`config.mk`:
```
export PLATFORM = sky130hd
export DESIGN_NAME = gregorian_date_difference
export DESIGN_NICKNAME = d
export VERILOG_FILES = /design/src/hw/rtl/gdd_pkg.sv /design/src/hw/rtl/gregorian_date_difference.sv /design/src/hw/rtl/gdd_lane.sv /design/src/hw/rtl/gdd_merge.sv
export SDC_FILE = /design/constraint.sdc
export NUM_CORES = 1
export LEC_CHECK = 0
export ABC_CLOCK_PERIOD_IN_PS = 6600
export BUFFER_PORTS_ARGS = -buffer_cell sky130_fd_sc_hd__buf_2
export CAP_MARGIN = 5
export CORE_ASPECT_RATIO = 1.1
export CORE_UTILIZATION = 59
export DETAILED_ROUTE_END_ITERATION = 16
export HOLD_SLACK_MARGIN = 0.15
export PLACE_DENSITY = 0.72
export SYNTH_ARGS = -nofsm -noshare
export SYNTH_HDL_FRONTEND = slang
export SYNTH_SLANG_ARGS = --single-unit
```
`constraint.sdc`:
```
create_clock -name clk -period 6.6 [get_ports clk]
set_clock_uncertainty 0.1 [all_clocks]
set_input_delay 0.33 -clock clk [delete_from_list [all_inputs] [get_ports clk]]
set_output_delay 0.33 -clock clk [all_outputs]
set_load 0.01 [all_outputs]
```
`src/hw/rtl/gdd_pkg.sv`:
```
// ----------------------------------------------------------------------------
// Gregorian date difference: shared package
// Field widths, day-number constants, the month offset table and the beat
// that a day-number lane hands to the merging stage.
// ----------------------------------------------------------------------------
package gdd_pkg;

    localparam int YEAR_W   = 14;
    localparam int MONTH_W  = 4;
    localparam int DAY_W    = 5;
    localparam int DIFF_W   = 23;

    // A 14-bit year gives at most 366 * 16384 + 456 days, which fits 23 bits.
    localparam int DAYNUM_W = 23;

    localparam int YEAR_MAX_DEFAULT = 9999;

    // Reciprocal of 100: ceil(2^20 / 100). Exact for every 14-bit year.
    localparam int RECIP_SHIFT = 20;
    localparam int RECIP_W     = 14;
    localparam logic [RECIP_W-1:0] RECIP_100 = RECIP_W'(10486);

    // Year divided by 100 stays below 164.
    localparam int CENT_W = 8;

    localparam int MDAYS_W = 9;
    localparam logic [MONTH_W-1:0] MONTH_MARCH = MONTH_W'(3);

    typedef struct packed {
        logic                valid;
        logic [DAYNUM_W-1:0] daynum;
    } lane_out_t;

    // Days before the first of a month in a common year. Months past
    // December continue as months of 30 days.
    function automatic logic [MDAYS_W-1:0] days_before_month(input logic [MONTH_W-1:0] m);
        logic [MDAYS_W-1:0] d;
        begin
            unique case (m)
                4'd0:    d = 9'd0;
                4'd1:    d = 9'd0;
                4'd2:    d = 9'd31;
                4'd3:    d = 9'd59;
                4'd4:    d = 9'd90;
                4'd5:    d = 9'd120;
                4'd6:    d = 9'd151;
                4'd7:    d = 9'd181;
                4'd8:    d = 9'd212;
                4'd9:    d = 9'd243;
                4'd10:   d = 9'd273;
                4'd11:   d = 9'd304;
                4'd12:   d = 9'd334;
                4'd13:   d = 9'd365;
                4'd14:   d = 9'd395;
                4'd15:   d = 9'd425;
                default: d = 9'd0;
            endcase
            return d;
        end
    endfunction

endpackage

```
`src/hw/rtl/gregorian_date_difference.sv`:
```
// ----------------------------------------------------------------------------
// Gregorian date difference
// Signed number of days from a first to a second proleptic Gregorian date.
// ----------------------------------------------------------------------------
// Usage:
//   A beat of two dates is taken at each rising edge where start is high and
//   busy is low. busy never rises, so a new beat may come every cycle.
//   Each date goes to its own day-number lane. A lane is three registered
//   stages: year saturation and a multiply by the reciprocal of 100, then
//   the century split with 365 * year, the leap-year terms and the month
//   offset, then the final sum. The merging stage subtracts the two day
//   numbers and registers the result.
//   The result of a beat passes the three lane stages and the merging
//   register and is then on day_difference, with done high, for one cycle.
//   Throughput is one beat per cycle, set by the lane pipelines.
//   The receiver cannot stall; every result is shown exactly once.
//   Reset clears the valid bits of every stage, so nothing is in flight
//   afterwards; there is no memory and no clearing pass.
//   Years above YEAR_MAX count as YEAR_MAX, and dates are not checked: the
//   day adds linearly and months past December run on as 30-day months.
// ----------------------------------------------------------------------------
module gregorian_date_difference #(
    parameter int YEAR_MAX = gdd_pkg::YEAR_MAX_DEFAULT
) (
    input  logic                              clk,
    input  logic                              rst_n,
    input  logic                              start,
    output logic                              busy,
    input  logic [gdd_pkg::YEAR_W-1:0]        first_year,
    input  logic [gdd_pkg::MONTH_W-1:0]       first_month,
    input  logic [gdd_pkg::DAY_W-1:0]         first_day,
    input  logic [gdd_pkg::YEAR_W-1:0]        second_year,
    input  logic [gdd_pkg::MONTH_W-1:0]       second_month,
    input  logic [gdd_pkg::DAY_W-1:0]         second_day,
    output logic                              done,
    output logic signed [gdd_pkg::DIFF_W-1:0] day_difference
);

    gdd_pkg::lane_out_t first_num;
    gdd_pkg::lane_out_t second_num;
    logic               accept;

    // The pipeline never holds a beat back, so the block is never busy.
    assign busy   = 1'b0;
    assign accept = start && !busy;

    gdd_lane #(
        .YEAR_MAX (YEAR_MAX)
    ) u_first_lane (
        .clk      (clk),
        .rst_n    (rst_n),
        .in_valid (accept),
        .year     (first_year),
        .month    (first_month),
        .day      (first_day),
        .result   (first_num)
    );

    gdd_lane #(
        .YEAR_MAX (YEAR_MAX)
    ) u_second_lane (
        .clk      (clk),
        .rst_n    (rst_n),
        .in_valid (accept),
        .year     (second_year),
        .month    (second_month),
        .day      (second_day),
        .result   (second_num)
    );

    gdd_merge u_merge (
        .clk            (clk),
        .rst_n          (rst_n),
        .first_num      (first_num),
        .second_num     (second_num),
        .done           (done),
        .day_difference (day_difference)
    );

`ifndef SYNTHESIS
    // A result only ever follows a matching earlier start beat.
    a_done_follows_start: assert property (@(posedge clk) disable iff (!rst_n)
        done |-> $past(start, 4))
        else $error("result strobe without a matching start beat");

    // Two equal dates are zero days apart.
    a_same_date_zero: assert property (@(posedge clk) disable iff (!rst_n)
        (done && ($past(first_year, 4) == $past(second_year, 4))
              && ($past(first_month, 4) == $past(second_month, 4))
              && ($past(first_day, 4) == $past(second_day, 4)))
        |-> (day_difference == '0))
        else $error("equal dates gave a nonzero difference");

    // Moving only the second day forward by one adds one day to the result.
    // The day is widened by a bit so that day 31 never wraps to day 0.
    a_day_step_one: assert property (@(posedge clk) disable iff (!rst_n)
        (done && ($past(first_year, 4) == $past(second_year, 4))
              && ($past(first_month, 4) == $past(second_month, 4))
              && ({1'b0, $past(second_day, 4)} == {1'b0, $past(first_day, 4)} + 6'd1))
        |-> (day_difference == 23'sd1))
        else $error("one-day step did not give a difference of one");
`endif

endmodule

```
`src/hw/rtl/gdd_lane.sv`:
```
// ----------------------------------------------------------------------------
// Gregorian date difference: day-number lane
// Three-stage pipeline that turns one date into its day number, counted so
// that 1 January of year 0 is day 1.
// ----------------------------------------------------------------------------
module gdd_lane #(
    parameter int YEAR_MAX = gdd_pkg::YEAR_MAX_DEFAULT
) (
    input  logic                         clk,
    input  logic                         rst_n,
    input  logic                         in_valid,
    input  logic [gdd_pkg::YEAR_W-1:0]   year,
    input  logic [gdd_pkg::MONTH_W-1:0]  month,
    input  logic [gdd_pkg::DAY_W-1:0]    day,
    output gdd_pkg::lane_out_t           result
);

    localparam int YW = gdd_pkg::YEAR_W;
    localparam int NW = gdd_pkg::DAYNUM_W;
    localparam int CW = gdd_pkg::CENT_W;
    localparam int PW = YW + gdd_pkg::RECIP_W;
    localparam int YEAR_ALL_ONES = (1 << YW) - 1;
    localparam logic [YW-1:0] YEAR_CAP =
        (YEAR_MAX > YEAR_ALL_ONES) ? YW'(YEAR_ALL_ONES) : YW'(YEAR_MAX);

    // Stage 1: saturated year and its product with the reciprocal of 100.
    logic                               s1_valid_reg;
    logic [YW-1:0]                      s1_year_reg, s1_year_next;
    logic [PW-1:0]                      s1_prod_reg, s1_prod_next;
    logic [gdd_pkg::MONTH_W-1:0]        s1_month_reg;
    logic [gdd_pkg::DAY_W-1:0]          s1_day_reg;

    // Stage 2: the terms of the day number.
    logic                               s2_valid_reg;
    logic [NW-1:0]                      s2_base_reg, s2_base_next;
    logic [YW-1:0]                      s2_c4_reg, s2_c4_next;
    logic [CW-1:0]                      s2_c100_reg, s2_c100_next;
    logic [CW-3:0]                      s2_c400_reg, s2_c400_next;
    logic [gdd_pkg::MDAYS_W-1:0]        s2_mon_reg, s2_mon_next;
    logic [gdd_pkg::DAY_W-1:0]          s2_day_reg;

    // Stage 3: summed day number.
    logic                               s3_valid_reg;
    logic [NW-1:0]                      s3_num_reg, s3_num_next;

    logic [CW-1:0]                      cent;
    logic [YW-1:0]                      rem_full;
    logic                               rem_nz;
    logic                               leap;

    always_comb
    begin
        s1_year_next = (year > YEAR_CAP) ? YEAR_CAP : year;
        s1_prod_next = PW'(s1_year_next) * PW'(gdd_pkg::RECIP_100);
    end

    always_comb
    begin
        cent     = s1_prod_reg[gdd_pkg::RECIP_SHIFT +: CW];
        rem_full = s1_year_reg - (YW'(cent) * YW'(100));
        rem_nz   = (rem_full != '0);
        leap     = (s1_year_reg[1:0] == 2'b00) && (rem_nz || (cent[1:0] == 2'b00));

        // Leap years among 0 .. y-1: ceil(y/4) - ceil(y/100) + ceil(y/400).
        s2_base_next = NW'(s1_year_reg) * NW'(365);
        s2_c4_next   = {2'b00, s1_year_reg[YW-1:2]} + YW'(s1_year_reg[1:0] != 2'b00);
        s2_c100_next = cent + CW'(rem_nz);
        s2_c400_next = cent[CW-1:2] + (CW-2)'(rem_nz || (cent[1:0] != 2'b00));
        s2_mon_next  = gdd_pkg::days_before_month(s1_month_reg)
                     + gdd_pkg::MDAYS_W'(leap && (s1_month_reg >= gdd_pkg::MONTH_MARCH));
    end

    always_comb
    begin
        s3_num_next = s2_base_reg + NW'(s2_c4_reg) - NW'(s2_c100_reg) + NW'(s2_c400_reg)
                    + NW'(s2_mon_reg) + NW'(s2_day_reg);
    end

    always_ff @(posedge clk or negedge rst_n)
    begin
        if (!rst_n)
        begin
            s1_valid_reg <= 1'b0;
            s2_valid_reg <= 1'b0;
            s3_valid_reg <= 1'b0;
        end
        else
        begin
            s1_valid_reg <= in_valid;
            s2_valid_reg <= s1_valid_reg;
            s3_valid_reg <= s2_valid_reg;
        end
    end

    always_ff @(posedge clk)
    begin
        s1_year_reg  <= s1_year_next;
        s1_prod_reg  <= s1_prod_next;
        s1_month_reg <= month;
        s1_day_reg   <= day;
        s2_base_reg  <= s2_base_next;
        s2_c4_reg    <= s2_c4_next;
        s2_c100_reg  <= s2_c100_next;
        s2_c400_reg  <= s2_c400_next;
        s2_mon_reg   <= s2_mon_next;
        s2_day_reg   <= s1_day_reg;
        s3_num_reg   <= s3_num_next;
    end

    assign result.valid  = s3_valid_reg;
    assign result.daynum = s3_num_reg;

endmodule

```
`src/hw/rtl/gdd_merge.sv`:
```
// ----------------------------------------------------------------------------
// Gregorian date difference: merging stage
// Subtracts the first lane's day number from the second's and registers the
// wrapped difference together with its strobe.
// ----------------------------------------------------------------------------
module gdd_merge (
    input  logic                              clk,
    input  logic                              rst_n,
    input  gdd_pkg::lane_out_t                first_num,
    input  gdd_pkg::lane_out_t                second_num,
    output logic                              done,
    output logic signed [gdd_pkg::DIFF_W-1:0] day_difference
);

    logic                          done_reg;
    logic [gdd_pkg::DIFF_W-1:0]    diff_reg, diff_next;

    always_comb
    begin
        diff_next = gdd_pkg::DIFF_W'(second_num.daynum - first_num.daynum);
    end

    always_ff @(posedge clk or negedge rst_n)
    begin
        if (!rst_n)
        begin
            done_reg <= 1'b0;
        end
        else
        begin
            done_reg <= second_num.valid;
        end
    end

    always_ff @(posedge clk)
    begin
        diff_reg <= diff_next;
    end

    assign done           = done_reg;
    assign day_difference = signed'(diff_reg);

`ifndef SYNTHESIS
    // Both lanes are fed by the same start beat, so they must stay in step.
    a_lanes_in_step: assert property (@(posedge clk) disable iff (!rst_n)
        first_num.valid == second_num.valid)
        else $error("day-number lanes out of step");
`endif

endmodule
```
==> qor.yml <==
status: "complete, but fails checks"
violations: "design-rule violations"
synth_area_leaders: "ha_1, dfxtp_1, fa_1"
syn_nets: 3464
crit_buf_inv: 5
grt_first_pass_wirelength_um: 87500
stdcell_area_sq_mm: 0.0284
critPathMaxFanout: 25
criticalPathCategory: "primary input to register"
synthTopCellsByCount: "inv_1, ha_1, dfxtp_1, fa_1, xnor2_1"
syn-cell-area_sq_mm: 0.0259
fillers: 3439
maxSlewViolCount: 0
tritoncts: "built"
setup_viol: 0
syn_avg_cell_area_sq_um: 9.87
vias: 17600
worstMarginPinSlew_ns: 0.651
dr.pass1.iters: 11
antenna_cells: 0
via_per_inst: 5.26
async_flop_share_pct: 1.42
fin_crit_sh_pct: 94.4
synth_ff_type: "dfxtp_1"
rows: 80
fin_crit_ns: 6.23
crit_slowest_cell: "fa_1"
core_sq_mm: 0.0433
slew_headroom_pct: 56.1
drv_cap: 0
max_freq_mhz: 160
drive_above_1_share_pct: 5.73
clock_path_buffers: 3
initial_core_util_pct: 59.8
ys_seq_area_share_pct: 21.8
dieWidth_um: 202
cp-start-kind: "primary input"
yosysTopAreaCellShare_pct: 25.4
syn_to_final_growth_pct: 9.76
antenna_found_initial: 1
wl_per_cell_um: 15.5
routed_wl_um: 52000
cts_root_buf: "clkbuf_16"
synth_top_area_cell: "ha_1"
worstPathArrival_ns: 6.63
layout_setup_ws_ns: 0.367
nets: 3591
hold_class: "primary input to register"
overflow: 0
worstSkewPairLatency_ns: 0.58
numPortBuffers: 72
drc_errors: 1
numClockSinks: 281
die_y_um: 222
dieArea_sq_mm: 0.0448
yosysUniqueCellTypes: 69
drtIter0Drc: 739
slowest_delay_ns: 0.55
place_area_sq_mm: 0.0269
cp-end-kind: "register"
htreeDepth: 1
cp.required_ns: 7.00
grt_pass1_vias: 18400
clkTransAtPathRegs_ns: 0.06
crit_family: "adder cells"
postRouteAntennaNets: 0
setup_tns_ns: 0
track_usage_pct: 24.1
place_ws_ns: 0.294
synth_most_common_cell: "inv_1"
cts_buffers: 31
synth_edf_count: 0
netlist_instances: 2626
dp_hpwl_um: 44500
io_pins: 74
gp_congestion: 0.889
finalHoldViolCount: 0
synth-seq-cells: 281
yosysWarnings: 0
grt_max_degree: 26
stage by stage:
stage | hold slack, ns | utilization, % | cells
2_1_floorplan | -0.0656 | - | 2626
3_3_place_gp | 0.0365 | 62.1 | 3252
3_5_place_dp | 0.0399 | 62.1 | 3252
4_1_cts | 0.173 | 65.6 | 3350
5_1_grt | 0.203 | 65.6 | 3351
6_report | 0.192 | 65.6 | 3351
final cells by class:
cell class | instances | area, sq um | area share, %
Tap cell | 574 | 718 | 2.52
Inverter | 555 | 2080 | 7.32
Sequential cell | 281 | 5650 | 19.8
Clock inverter | 19 | 229 | 0.805
Multi-Input combinational cell | 1766 | 18100 | 63.7
Timing Repair Buffer | 118 | 811 | 2.85
Clock buffer | 38 | 852 | 3.00
layer usage:
| metal | share of wire [%] | vias to the layer above | track usage, % |
|---|---|---|---|
| met5 | 0.025 | - | 0 |
| met4 | 2.4 | 2 | 6.89 |
| met2 | 49 | 321 | 41.9 |
| met3 | 4.2 | 89 | 2.59 |
| met1 | 45 | 8454 | 31.5 |
| li1 | - | 8750 | - |
placed cells by master (no fill, tap or decap), types with 6 or more instances in the layout:
| cell | instances |
|---|---|
| a211oi_1 | 7 |
| a21o_1 | 45 |
| a21oi_1 | 99 |
| a31oi_1 | 8 |
| and2_1 | 24 |
| and3_1 | 27 |
| buf_2 | 72 |
| clkbuf_16 | 31 |
| dfxtp_1 | 277 |
| dlygate4sd3_1 | 42 |
| fa_1 | 263 |
| ha_1 | 526 |
| inv_1 | 555 |
| mux2i_1 | 10 |
| nand2_1 | 88 |
| nand2b_1 | 35 |
| nand3_1 | 47 |
| nand4_1 | 14 |
| nor2_1 | 102 |
| nor2b_1 | 18 |
| nor3_1 | 35 |
| nor4_1 | 7 |
| o211ai_1 | 6 |
| o21a_1 | 14 |
| o21ai_0 | 51 |
| o21ai_1 | 16 |
| o21bai_1 | 19 |
| or2_2 | 8 |
| or3_1 | 6 |
| xnor2_1 | 162 |
| xor2_1 | 53 |
logic make-up (layout without fill, tap and decap cells):
group	Yosys count	in the layout	share of synthesized area [%]
adders and majority gates	789	789	45.7
muxes	14	14	0.647
and+or+nand+nor	424	424	8.08
xor gates and xnor gates	215	215	7.27
buffers and inverters	579	730	8.40
other	1	1	0.0145
AOI/OAI and AO/OA	323	323	8.11
DFF	281	281	21.8
worst paths after layout:
path	startpoint	endpoint	slack (ns)	depth (start not counted)
worst min-delay path	first_year[8]	u_first_lane.s1_year_reg[8]$_DFF_P_	0.19	2
worst min register to register	u_first_lane.s1_day_reg[1]$_DFF_P_	u_first_lane.s2_day_reg[1]$_DFF_P_	0.22	0
worst max-delay path	first_year[6]	u_first_lane.s1_prod_reg[24]$_DFF_P_	0.37	26
worst max register to register	u_second_lane.s1_prod_reg[22]$_DFF_P_	u_second_lane.s2_mon_reg[8]$_DFF_P_	1.44	22
max in group asynchronous	rst_n	u_merge.done$_DFF_PN0_	5.70	3
min in group asynchronous	rst_n	u_second_lane.s2_valid_reg$_DFF_PN0_	0.53	3
timing repair:
action                                 4_1_cts  5_1_grt
hold buffers                                41        1
setup buffers                                0        0
endpoints found under the hold margin       61        1
setup endpoints to repair                    0        5
resized for setup                            0        6
Power is not shown: default switching activity piles up to over one toggle a cycle in this logic, so the estimate is an artifact.
